### config.mk
export PLATFORM = sky130hd
export DESIGN_NAME = three_level_page_table_walker
export DESIGN_NICKNAME = d
export VERILOG_FILES = /design/src/sv/ptw_pkg.sv /design/src/sv/ptw_cfg.sv /design/src/sv/ptw_region_chk.sv /design/src/sv/ptw_walk.sv /design/src/sv/three_level_page_table_walker.sv
export SDC_FILE = /design/constraint.sdc
export NUM_CORES = 1
export LEC_CHECK = 0
export BUFFER_PORTS_ARGS = -buffer_cell sky130_fd_sc_hd__buf_2
export CAP_MARGIN = 20
export CORE_MARGIN = 8
export CORE_UTILIZATION = 50
export CTS_BUF_LIST = sky130_fd_sc_hd__clkbuf_8
export CTS_CLUSTER_DIAMETER = 80
export DETAILED_ROUTE_END_ITERATION = 16
export HOLD_SLACK_MARGIN = 0.03
export PLACE_DENSITY = 0.73
export SLEW_MARGIN = 10
export SYNTH_ARGS = -nofsm -noshare
export SYNTH_HDL_FRONTEND = slang
export SYNTH_HIERARCHICAL = 1
export SYNTH_SLANG_ARGS = --single-unit
### constraint.sdc
create_clock -name clk_i -period 34.4 [get_ports clk_i]
set_input_delay 6.88 -clock clk_i [delete_from_list [all_inputs] [get_ports clk_i]]
set_output_delay 6.88 -clock clk_i [all_outputs]
set_load 0.05 [all_outputs]
### src/sv/ptw_pkg.sv
// Package for the three-level page table walker: config layout, codes, types.
// No dependencies; every other file of the walker uses it by scoped names.
`default_nettype none

package ptw_pkg;

  // Region register sets and how many of them the bound check may use
  localparam int unsigned REG_SETS     = 2;
  localparam int unsigned REGION_SLOTS = 2;

  localparam int unsigned PA_W   = 48;
  localparam int unsigned VA_W   = 39;
  localparam int unsigned SIZE_W = 49;
  localparam int unsigned CFG_W  = 49;
  localparam int unsigned IDX_W  = 3;

  // Config register indexes
  localparam logic [IDX_W-1:0] CFG_ENABLE    = 3'd0;
  localparam logic [IDX_W-1:0] CFG_ROOT_BASE = 3'd1;
  localparam logic [IDX_W-1:0] CFG_REG_COUNT = 3'd2;
  localparam logic [IDX_W-1:0] CFG_R0_BASE   = 3'd3;
  localparam logic [IDX_W-1:0] CFG_R0_SIZE   = 3'd4;
  localparam logic [IDX_W-1:0] CFG_R1_BASE   = 3'd5;
  localparam logic [IDX_W-1:0] CFG_R1_SIZE   = 3'd6;

  // Input function codes
  localparam logic FUNC_XLATE = 1'b0;
  localparam logic FUNC_DATA  = 1'b1;

  // Result kind codes
  localparam logic KIND_READ   = 1'b0;
  localparam logic KIND_RESULT = 1'b1;

  // Descriptor type codes
  localparam logic [1:0] DESC_BLOCK = 2'd1;
  localparam logic [1:0] DESC_TABLE = 2'd3;

  // Walk level: idle or waiting for that level's descriptor
  typedef enum logic [1:0] {
    LVL_IDLE = 2'd0,
    LVL_1    = 2'd1,
    LVL_2    = 2'd2,
    LVL_3    = 2'd3
  } level_e;

  typedef struct packed {
    logic                              enable;
    logic [PA_W-1:0]                   root_base;
    logic [1:0]                        region_count;
    logic [REG_SETS-1:0][PA_W-1:0]     reg_base;
    logic [REG_SETS-1:0][SIZE_W-1:0]   reg_size;
  } cfg_t;

  typedef struct packed {
    logic            kind;
    logic [PA_W-1:0] read_addr;
    logic [PA_W-1:0] xlat_addr;
    logic            ok;
  } res_t;

endpackage

`default_nettype wire

### src/sv/ptw_cfg.sv
// Configuration register file of the page table walker.
// Depends on ptw_pkg for register indexes and the cfg_t layout.
`default_nettype none

module ptw_cfg (
  input  wire logic                       clk_i,
  input  wire logic                       rst_ni,
  input  wire logic                       cfg_we_i,
  input  wire logic [ptw_pkg::IDX_W-1:0]  cfg_addr_i,
  input  wire logic [ptw_pkg::CFG_W-1:0]  cfg_wdata_i,
  output ptw_pkg::cfg_t                   cfg_o
);

  ptw_pkg::cfg_t cfg_q, cfg_d;

  // Write decode; unknown indexes are dropped
  always_comb begin
    cfg_d = cfg_q;
    if (cfg_we_i) begin
      unique case (cfg_addr_i)
        ptw_pkg::CFG_ENABLE:    cfg_d.enable       = cfg_wdata_i[0];
        ptw_pkg::CFG_ROOT_BASE: cfg_d.root_base    = cfg_wdata_i[ptw_pkg::PA_W-1:0];
        ptw_pkg::CFG_REG_COUNT: cfg_d.region_count = cfg_wdata_i[1:0];
        ptw_pkg::CFG_R0_BASE:   cfg_d.reg_base[0]  = cfg_wdata_i[ptw_pkg::PA_W-1:0];
        ptw_pkg::CFG_R0_SIZE:   cfg_d.reg_size[0]  = cfg_wdata_i[ptw_pkg::SIZE_W-1:0];
        ptw_pkg::CFG_R1_BASE:   cfg_d.reg_base[1]  = cfg_wdata_i[ptw_pkg::PA_W-1:0];
        ptw_pkg::CFG_R1_SIZE:   cfg_d.reg_size[1]  = cfg_wdata_i[ptw_pkg::SIZE_W-1:0];
        default: ;
      endcase
    end
  end

  always_ff @(posedge clk_i or negedge rst_ni) begin
    if (!rst_ni) begin
      cfg_q <= '0;
    end else begin
      cfg_q <= cfg_d;
    end
  end

  assign cfg_o = cfg_q;

endmodule

`default_nettype wire

### src/sv/ptw_region_chk.sv
// DRAM region bound check: all 8 bytes of a descriptor inside one valid region.
// Depends on ptw_pkg for the region register layout.
`default_nettype none

module ptw_region_chk (
  input  wire logic [ptw_pkg::PA_W-1:0] addr_i,
  input  wire ptw_pkg::cfg_t            cfg_i,
  output logic                          hit_o
);

  logic [ptw_pkg::PA_W:0]   last;
  logic [ptw_pkg::REG_SETS-1:0] hit;

  // Last byte of the descriptor, one bit wider so it cannot wrap
  assign last = {1'b0, addr_i} + (ptw_pkg::PA_W+1)'(7);

  always_comb begin
    logic [ptw_pkg::PA_W+1:0] lim;
    for (int i = 0; i < ptw_pkg::REG_SETS; i++) begin
      lim    = {2'b00, cfg_i.reg_base[i]} + {1'b0, cfg_i.reg_size[i]};
      hit[i] = (2'(i) < cfg_i.region_count) && (i < ptw_pkg::REGION_SLOTS) &&
               (cfg_i.reg_size[i] != '0) && (cfg_i.reg_base[i] <= addr_i) &&
               ({1'b0, last} < lim);
    end
  end

  assign hit_o = |hit;

endmodule

`default_nettype wire

### src/sv/ptw_walk.sv
// Walk state machine: level and pending VA, plus the per-beat result logic.
// Depends on ptw_pkg and ptw_region_chk.
`default_nettype none

module ptw_walk (
  input  wire logic                        clk_i,
  input  wire logic                        rst_ni,
  input  wire logic                        step_i,
  input  wire logic                        func_i,
  input  wire logic [ptw_pkg::VA_W-1:0]    va_i,
  input  wire logic [63:0]                 data_i,
  input  wire ptw_pkg::cfg_t               cfg_i,
  output ptw_pkg::res_t                    res_o
);

  ptw_pkg::level_e               lvl_q, lvl_d;
  logic [ptw_pkg::VA_W-1:0]      va_q, va_d;

  logic                          do_issue, do_fin;
  ptw_pkg::level_e               iss_lvl;
  logic [ptw_pkg::VA_W-1:0]      iss_va;
  logic [35:0]                   iss_table;
  logic [8:0]                    iss_idx;
  logic [ptw_pkg::PA_W-1:0]      iss_addr;
  logic [ptw_pkg::PA_W-1:0]      fin_pa;
  logic                          in_dram;
  logic [1:0]                    dtype;

  assign dtype = data_i[1:0];

  // Table index for the level being issued
  always_comb begin
    case (iss_lvl)
      ptw_pkg::LVL_1: iss_idx = iss_va[38:30];
      ptw_pkg::LVL_2: iss_idx = iss_va[29:21];
      default:        iss_idx = iss_va[20:12];
    endcase
  end

  assign iss_addr = {iss_table, iss_idx, 3'b000};

  ptw_region_chk u_region_chk (
    .addr_i (iss_addr),
    .cfg_i  (cfg_i),
    .hit_o  (in_dram)
  );

  // Next state and result
  always_comb begin
    lvl_d     = lvl_q;
    va_d      = va_q;
    do_issue  = 1'b0;
    do_fin    = 1'b0;
    iss_lvl   = ptw_pkg::LVL_1;
    iss_va    = va_q;
    iss_table = cfg_i.root_base[47:12];
    fin_pa    = '0;
    res_o     = '{kind: ptw_pkg::KIND_RESULT, read_addr: '0, xlat_addr: '0, ok: 1'b0};

    if (func_i == ptw_pkg::FUNC_XLATE) begin
      // New request: faults when busy or disabled, state untouched
      if (lvl_q == ptw_pkg::LVL_IDLE && cfg_i.enable) begin
        va_d     = va_i;
        iss_va   = va_i;
        do_issue = 1'b1;
      end
    end else begin
      unique case (lvl_q)
        ptw_pkg::LVL_IDLE: ;
        ptw_pkg::LVL_3: begin
          if (dtype == ptw_pkg::DESC_TABLE) begin
            do_fin = 1'b1;
            fin_pa = {data_i[47:12], va_q[11:0]};
          end else begin
            lvl_d = ptw_pkg::LVL_IDLE;
          end
        end
        ptw_pkg::LVL_1, ptw_pkg::LVL_2: begin
          if (dtype == ptw_pkg::DESC_BLOCK) begin
            do_fin = 1'b1;
            fin_pa = (lvl_q == ptw_pkg::LVL_1) ? {data_i[47:30], va_q[29:0]}
                                               : {data_i[47:21], va_q[20:0]};
          end else if (dtype == ptw_pkg::DESC_TABLE) begin
            do_issue  = 1'b1;
            iss_table = data_i[47:12];
            iss_lvl   = (lvl_q == ptw_pkg::LVL_1) ? ptw_pkg::LVL_2 : ptw_pkg::LVL_3;
          end else begin
            lvl_d = ptw_pkg::LVL_IDLE;
          end
        end
      endcase
    end

    // Descriptor read, if the address passes the bound check
    if (do_issue) begin
      if (in_dram) begin
        lvl_d           = iss_lvl;
        res_o.kind      = ptw_pkg::KIND_READ;
        res_o.read_addr = iss_addr;
      end else begin
        lvl_d = ptw_pkg::LVL_IDLE;
      end
    end

    // Walk done; a zero page address counts as a fault
    if (do_fin) begin
      lvl_d = ptw_pkg::LVL_IDLE;
      if (fin_pa[47:12] != '0) begin
        res_o.xlat_addr = fin_pa;
        res_o.ok        = 1'b1;
      end
    end
  end

  always_ff @(posedge clk_i or negedge rst_ni) begin
    if (!rst_ni) begin
      lvl_q <= ptw_pkg::LVL_IDLE;
    end else if (step_i) begin
      lvl_q <= lvl_d;
    end
  end

  // Pending VA is payload, no reset
  always_ff @(posedge clk_i) begin
    if (step_i) begin
      va_q <= va_d;
    end
  end

endmodule

`default_nettype wire

### src/sv/three_level_page_table_walker.sv
// Three-level page table walker, 4 KB granule, 39-bit VA. A translate request
// (func 0) yields one beat out: either a descriptor read address (kind 0) or a
// fault; each returned descriptor (func 1) yields the next read, the final
// translation or a fault (kind 1). Throughput is one beat per cycle when the
// output is not stalled. A beat passes through an input register, then the walk
// logic and region bound check in one step into the result register. Walk
// state updates when a beat leaves the input register, so back-to-back beats
// see the state left by the previous one. Write config only while no beat is
// in flight.
// Depends on ptw_pkg, ptw_cfg, ptw_walk and ptw_region_chk.
`default_nettype none

module three_level_page_table_walker (
  input  wire logic                        clk_i,
  input  wire logic                        rst_ni,
  // config write port
  input  wire logic                        cfg_we_i,
  input  wire logic [ptw_pkg::IDX_W-1:0]   cfg_addr_i,
  input  wire logic [ptw_pkg::CFG_W-1:0]   cfg_wdata_i,
  // input channel
  input  wire logic                        in_valid_i,
  output logic                             in_stall_o,
  input  wire logic                        in_func_i,
  input  wire logic [ptw_pkg::VA_W-1:0]    in_virt_addr_i,
  input  wire logic [63:0]                 in_read_data_i,
  // output channel
  output logic                             out_valid_o,
  input  wire logic                        out_stall_i,
  output logic                             out_kind_o,
  output logic [ptw_pkg::PA_W-1:0]         out_read_addr_o,
  output logic [ptw_pkg::PA_W-1:0]         out_xlat_addr_o,
  output logic                             out_ok_o
);

  ptw_pkg::cfg_t               cfg;
  ptw_pkg::res_t               res, res_q;

  logic                        s1_valid_q, s1_valid_d;
  logic                        s1_func_q;
  logic [ptw_pkg::VA_W-1:0]    s1_va_q;
  logic [63:0]                 s1_data_q;
  logic                        out_valid_q, out_valid_d;
  logic                        advance, in_acc;

  ptw_cfg u_cfg (
    .clk_i       (clk_i),
    .rst_ni      (rst_ni),
    .cfg_we_i    (cfg_we_i),
    .cfg_addr_i  (cfg_addr_i),
    .cfg_wdata_i (cfg_wdata_i),
    .cfg_o       (cfg)
  );

  // Handshake: stage 1 moves on when the result register is free or draining
  assign advance    = s1_valid_q && (!out_valid_q || !out_stall_i);
  assign in_stall_o = s1_valid_q && !advance;
  assign in_acc     = in_valid_i && !in_stall_o;

  always_comb begin
    s1_valid_d = s1_valid_q;
    if (in_acc) begin
      s1_valid_d = 1'b1;
    end else if (advance) begin
      s1_valid_d = 1'b0;
    end
    out_valid_d = out_valid_q;
    if (advance) begin
      out_valid_d = 1'b1;
    end else if (!out_stall_i) begin
      out_valid_d = 1'b0;
    end
  end

  always_ff @(posedge clk_i or negedge rst_ni) begin
    if (!rst_ni) begin
      s1_valid_q  <= 1'b0;
      out_valid_q <= 1'b0;
    end else begin
      s1_valid_q  <= s1_valid_d;
      out_valid_q <= out_valid_d;
    end
  end

  // Input register
  always_ff @(posedge clk_i) begin
    if (in_acc) begin
      s1_func_q <= in_func_i;
      s1_va_q   <= in_virt_addr_i;
      s1_data_q <= in_read_data_i;
    end
  end

  ptw_walk u_walk (
    .clk_i  (clk_i),
    .rst_ni (rst_ni),
    .step_i (advance),
    .func_i (s1_func_q),
    .va_i   (s1_va_q),
    .data_i (s1_data_q),
    .cfg_i  (cfg),
    .res_o  (res)
  );

  // Result register
  always_ff @(posedge clk_i) begin
    if (advance) begin
      res_q <= res;
    end
  end

  assign out_valid_o     = out_valid_q;
  assign out_kind_o      = res_q.kind;
  assign out_read_addr_o = res_q.read_addr;
  assign out_xlat_addr_o = res_q.xlat_addr;
  assign out_ok_o        = res_q.ok;

endmodule

`default_nettype wire
======== Word-level counts from Yosys, hierarchy flattened ========
Index checks and enable logic that the tools add are counted.
W data, S select, Z words.
cells by class
  add/subtract/negate cells ............... 3
  $mul .................................... 0
  divide/modulo/power cells ............... 0
  order comparisons ....................... 6
  eq/ne operators ......................... 15
  shifts and indexed selects .............. 0
  multiplexer cells ....................... 38
  bitwise logic cells ..................... 1
  reductions and logical operators ........ 37
operator list
  operator                 number
  $mux W36                 4
  $mux W48                 3
  $add A48 B49 Y50         2
  $lt A49 B50 Y1           2
  $reduce_bool A49 Y1      2
  $le A48 B48 Y1           2
  $pmux W48 S2             1
  $mux W39                 2
  $add A48 B3 Y49 const B  1
  $mux W49                 1
  $reduce_bool A36 Y1      1
  $mux W30                 1
  $mux W2                  10
  $pmux W9 S2              1
  $reduce_and A2 Y1        9
  $mux W1                  13
  $logic_and A1 B1 Y1      10
  $eq A3 B3 Y1 const B     3
  $eq A2 B2 Y1 const B     4
  $eq A2 B1 Y1 const B     3
  $eq A3 B2 Y1 const B     2
  $reduce_and A3 Y1        2
  $logic_not A1 Y1         4
  $lt A1 B2 Y1 const A     2
  other kinds (14)         15
storage, ports and cells
  register bits ........................... 474
  bits in latches ......................... 0
  memory bits (writable) .................. 0
  bits in read-only memories .............. 0
  input port bits ......................... 161
  output and inout port bits .............. 100
  word-level logic and storage cells ...... 121
  memories kept ........................... 0

======== Depth between registers and ports, before layout ========
  depth in word-level cells ............... 15
  mapped depth ............................ 34
  depth with buffers taken out ............ 30

======== By module ========
The synthesis kept the hierarchy.
by module, submodules not included
  module                         times used  cells each  area an instance (um2)  seq. area each (um2)
  ptw_region_chk                 1           1441        10676.5                 0.0
  ptw_cfg                        1           522         9257.6                  6130.9
  three_level_page_table_walker  1           210         6158.4                  6115.9
  ptw_walk                       1           435         3415.8                  1221.2

======== Least setup slack after synthesis ========
No wires, ideal clock.
  path type ............................... input to register
  start ................................... input port out_stall_i
  end ..................................... register u_walk/va_q[0] in the netlist's numbering, enable pin
  library setup time ...................... 383 ps
  arrival ................................. 17340 ps
  data required time ...................... 34017 ps
  slack ................................... 16677 ps
  stages on the path ...................... 3
  path buffers ............................ 0
  cells stage by stage .................... a21boi_0 -> inv_1 -> nor2_1
on the way
  word-level cells in the longest chain between the ends .. 4
ends and longest elaborated chain
  element                      line                                 text
  start, declared              three_level_page_table_walker.sv:28  input wire logic out_stall_i,
  $logic_not A1 Y1             -
  $logic_or A1 B1 Y1           three_level_page_table_walker.sv:55  assign advance = s1_valid_q && (!out_valid_q || !out_stall_i);
  $logic_and A1 B1 Y1          three_level_page_table_walker.sv:55
  $reduce_and A3 Y1 (no line)  -
  end signal, assigned         ptw_walk.sv:126                      va_q <= va_d;
  end, declared                ptw_walk.sv:17                       logic [ptw_pkg::VA_W-1:0] va_q, va_d;
No other way between the ends.
A chain may end at the register's enable or synchronous reset.

======== Final worst setup path ========
  start ................................... input port out_stall_i
  end ..................................... output port in_stall_o
on the way
  word-level cells in the longest chain between the ends .. 5
ends and longest elaborated chain
  element              line                                 text
  $logic_not A1 Y1     -
  $logic_or A1 B1 Y1   three_level_page_table_walker.sv:55
  $logic_and A1 B1 Y1  three_level_page_table_walker.sv:55
  $logic_not A1 Y1     three_level_page_table_walker.sv:56  assign in_stall_o = s1_valid_q && !advance;
  $logic_and A1 B1 Y1  three_level_page_table_walker.sv:56
  end, declared        three_level_page_table_walker.sv:22  output logic in_stall_o,
No other way between the ends.

==> flow_summary.json <==
{
  "outcome": "completed",
  "fin_crit_ns": 14.30,
  "grt_start_max_net_pins": 97,
  "cp-start-kind": "primary input",
  "hold_class": "reg -> reg",
  "fin_setup_tns_ns": 0,
  "cp.required_ns": 27.52,
  "antenna_found_initial": 2,
  "ant_nets": 0,
  "area_delta_synth_final_pct": 12.3,
  "wire_per_inst_um": 23.5,
  "dieHeight_um": 254,
  "drv_cap": 0,
  "clk_path_buf_depth": 3,
  "gr-total-overflow": 0,
  "drv_slew": 0,
  "dp_hpwl_um": 65900,
  "endpoint_kind": "output pin",
  "netlist_area_um2": 28300,
  "fill_cells": 4721,
  "crit_fanout": 3,
  "cts.clk_slew.worst_paths_ns": 0.06,
  "path_class": "in -> out",
  "core_region_area_um2": 56200,
  "drc": 0,
  "clk_latency_ns": 0.70,
  "via_count": 21965,
  "fmax_ghz": 0.0700,
  "grt_pass1_wl_um": 130000,
  "power_mw": 2.39,
  "synth_warnings": 6,
  "vias_per_cell": 6.02,
  "setup_violations": 0,
  "cts_hold_buf": 0,
  "hold_viol_final": 0,
  "critical_path_arrival_ns": 7.42,
  "powerDensity_nw_per_um2": 75.1,
  "relSlewSlack": 0.237,
  "skew_ns": 0.0458,
  "multi_input_area_um2": 15200,
  "ir_worst_vdd_mv": 0.0359,
  "num-nets-final": 3285,
  "start_util": 0.504,
  "cts_tree": "yes",
  "first_pass_iters": 6,
  "grt_use_total": 0.261,
  "dr.first_iter.drc_count": 1915,
  "period_share": 0.416,
  "finalInstanceArea_um2": 31800,
  "h-tree-depth": 3,
  "final-seq-area_um2": 12400,
  "worst_pin_slew_ns": 1.13,
  "numCtsBuffers": 80,
  "final_layout_size_suffix_gt1_frac": 0.214,
  "die_area_um2": 64500,
  "post-cts-setup-buffers": 0,
  "drt-total-wl_um": 85600,
  "rows": 87,
  "cts-root-buf": "clkbuf_8",
  "grt_setup_unrepaired": "no",
  "placed_area_um2": 30200,
  "gp_congestion": 0.985,
  "die_w_um": 254,
  "synthCells": 2558,
  "grt_pass1_vias": 22220,
  "ctsResizeCount": 0,
  "power_leakage_nw": 14.3,
  "pin_count": 261,
  "syn_area_per_cell_um2": 11.1,
  "clkSinkCount": 452,
  "port_buffers": 234
}
[through the flow]
step	worst slack [ns]	std cells	hold WS (ns)	util
after floorplan	16.68	2569	0.400	-
after global placement	20.11	3499	0.402	0.538
after detailed placement	20.10	3500	0.405	0.538
after CTS	20.10	3642	0.422	0.565
after global routing	20.03	3646	0.429	0.566
final	20.10	3646	0.423	0.566
[registers in the layout, indices dropped and copies added, names as in the netlist, 2 cells and up]
name,cells
s1_data_q,38
u_walk/lvl_q,2
u_cfg/cfg_o,233
s1_va_q,39
out_xlat_addr_o,48
out_read_addr_o,48
u_walk/va_q,39
[layer usage]
metal	vias to the layer above	share of wire	routed length, um	GRT usage
li1	10097	-	-	-
met1	10827	0.41	35200	0.330
met2	868	0.48	41300	0.439
met3	173	0.063	5350	0.0397
met4	0	0.044	3790	0.114
met5	-	0	0	0
[power by group]
| part | switching [mW] | total, mW | internal (mW) |
|---|---|---|---|
| Clock | 0.233 | 0.477 | 0.245 |
| Sequential | 0.0780 | 0.740 | 0.662 |
| Combinational | 0.694 | 1.17 | 0.476 |
| Total | 1.00 | 2.39 | 1.38 |
[placed cells by master, fill, tap and decap left out, drive strengths merged, types with 110 or more instances in the layout]
master	n
buf	258
edfxtp	215
inv	124
nor2	110
nand2	222
a21o	111
a21oi	195
ha	294
dfrtp	237
mux2	261
[layout make-up]
cell class,count,share of cell area
Timing Repair Buffer,258,0.0434
Sequential cell,452,0.390
Clock inverter,58,0.0114
Tap cell,756,0.0298
Antenna cell,2,0.000158
Inverter,91,0.0108
Multi-Input combinational cell,1945,0.478
Clock buffer,84,0.0364
[worst max-delay path: stages]
cell and delay [ns]:
buf_2 0.13, nand3_2 0.10, inv_1 0.06, buf_2 0.25
[worst paths after layout]
check	to	cells past startpoint	startpoint	slack [ns]
min	u_walk/va_q[3]	0	s1_va_q[3]	0.42
max in group asynchronous	u_cfg/cfg_o[13]	2	rst_ni	26.82
min in group asynchronous	u_cfg/cfg_o[129]	1	rst_ni	6.22
max	in_stall_o	4	out_stall_i	20.10
min reg2reg	u_walk/va_q[3]	0	s1_va_q[3]	0.42
max reg2reg	out_read_addr_o[47]	23	u_walk/lvl_q[0]	26.83
(Power assumes the default switching activity.)
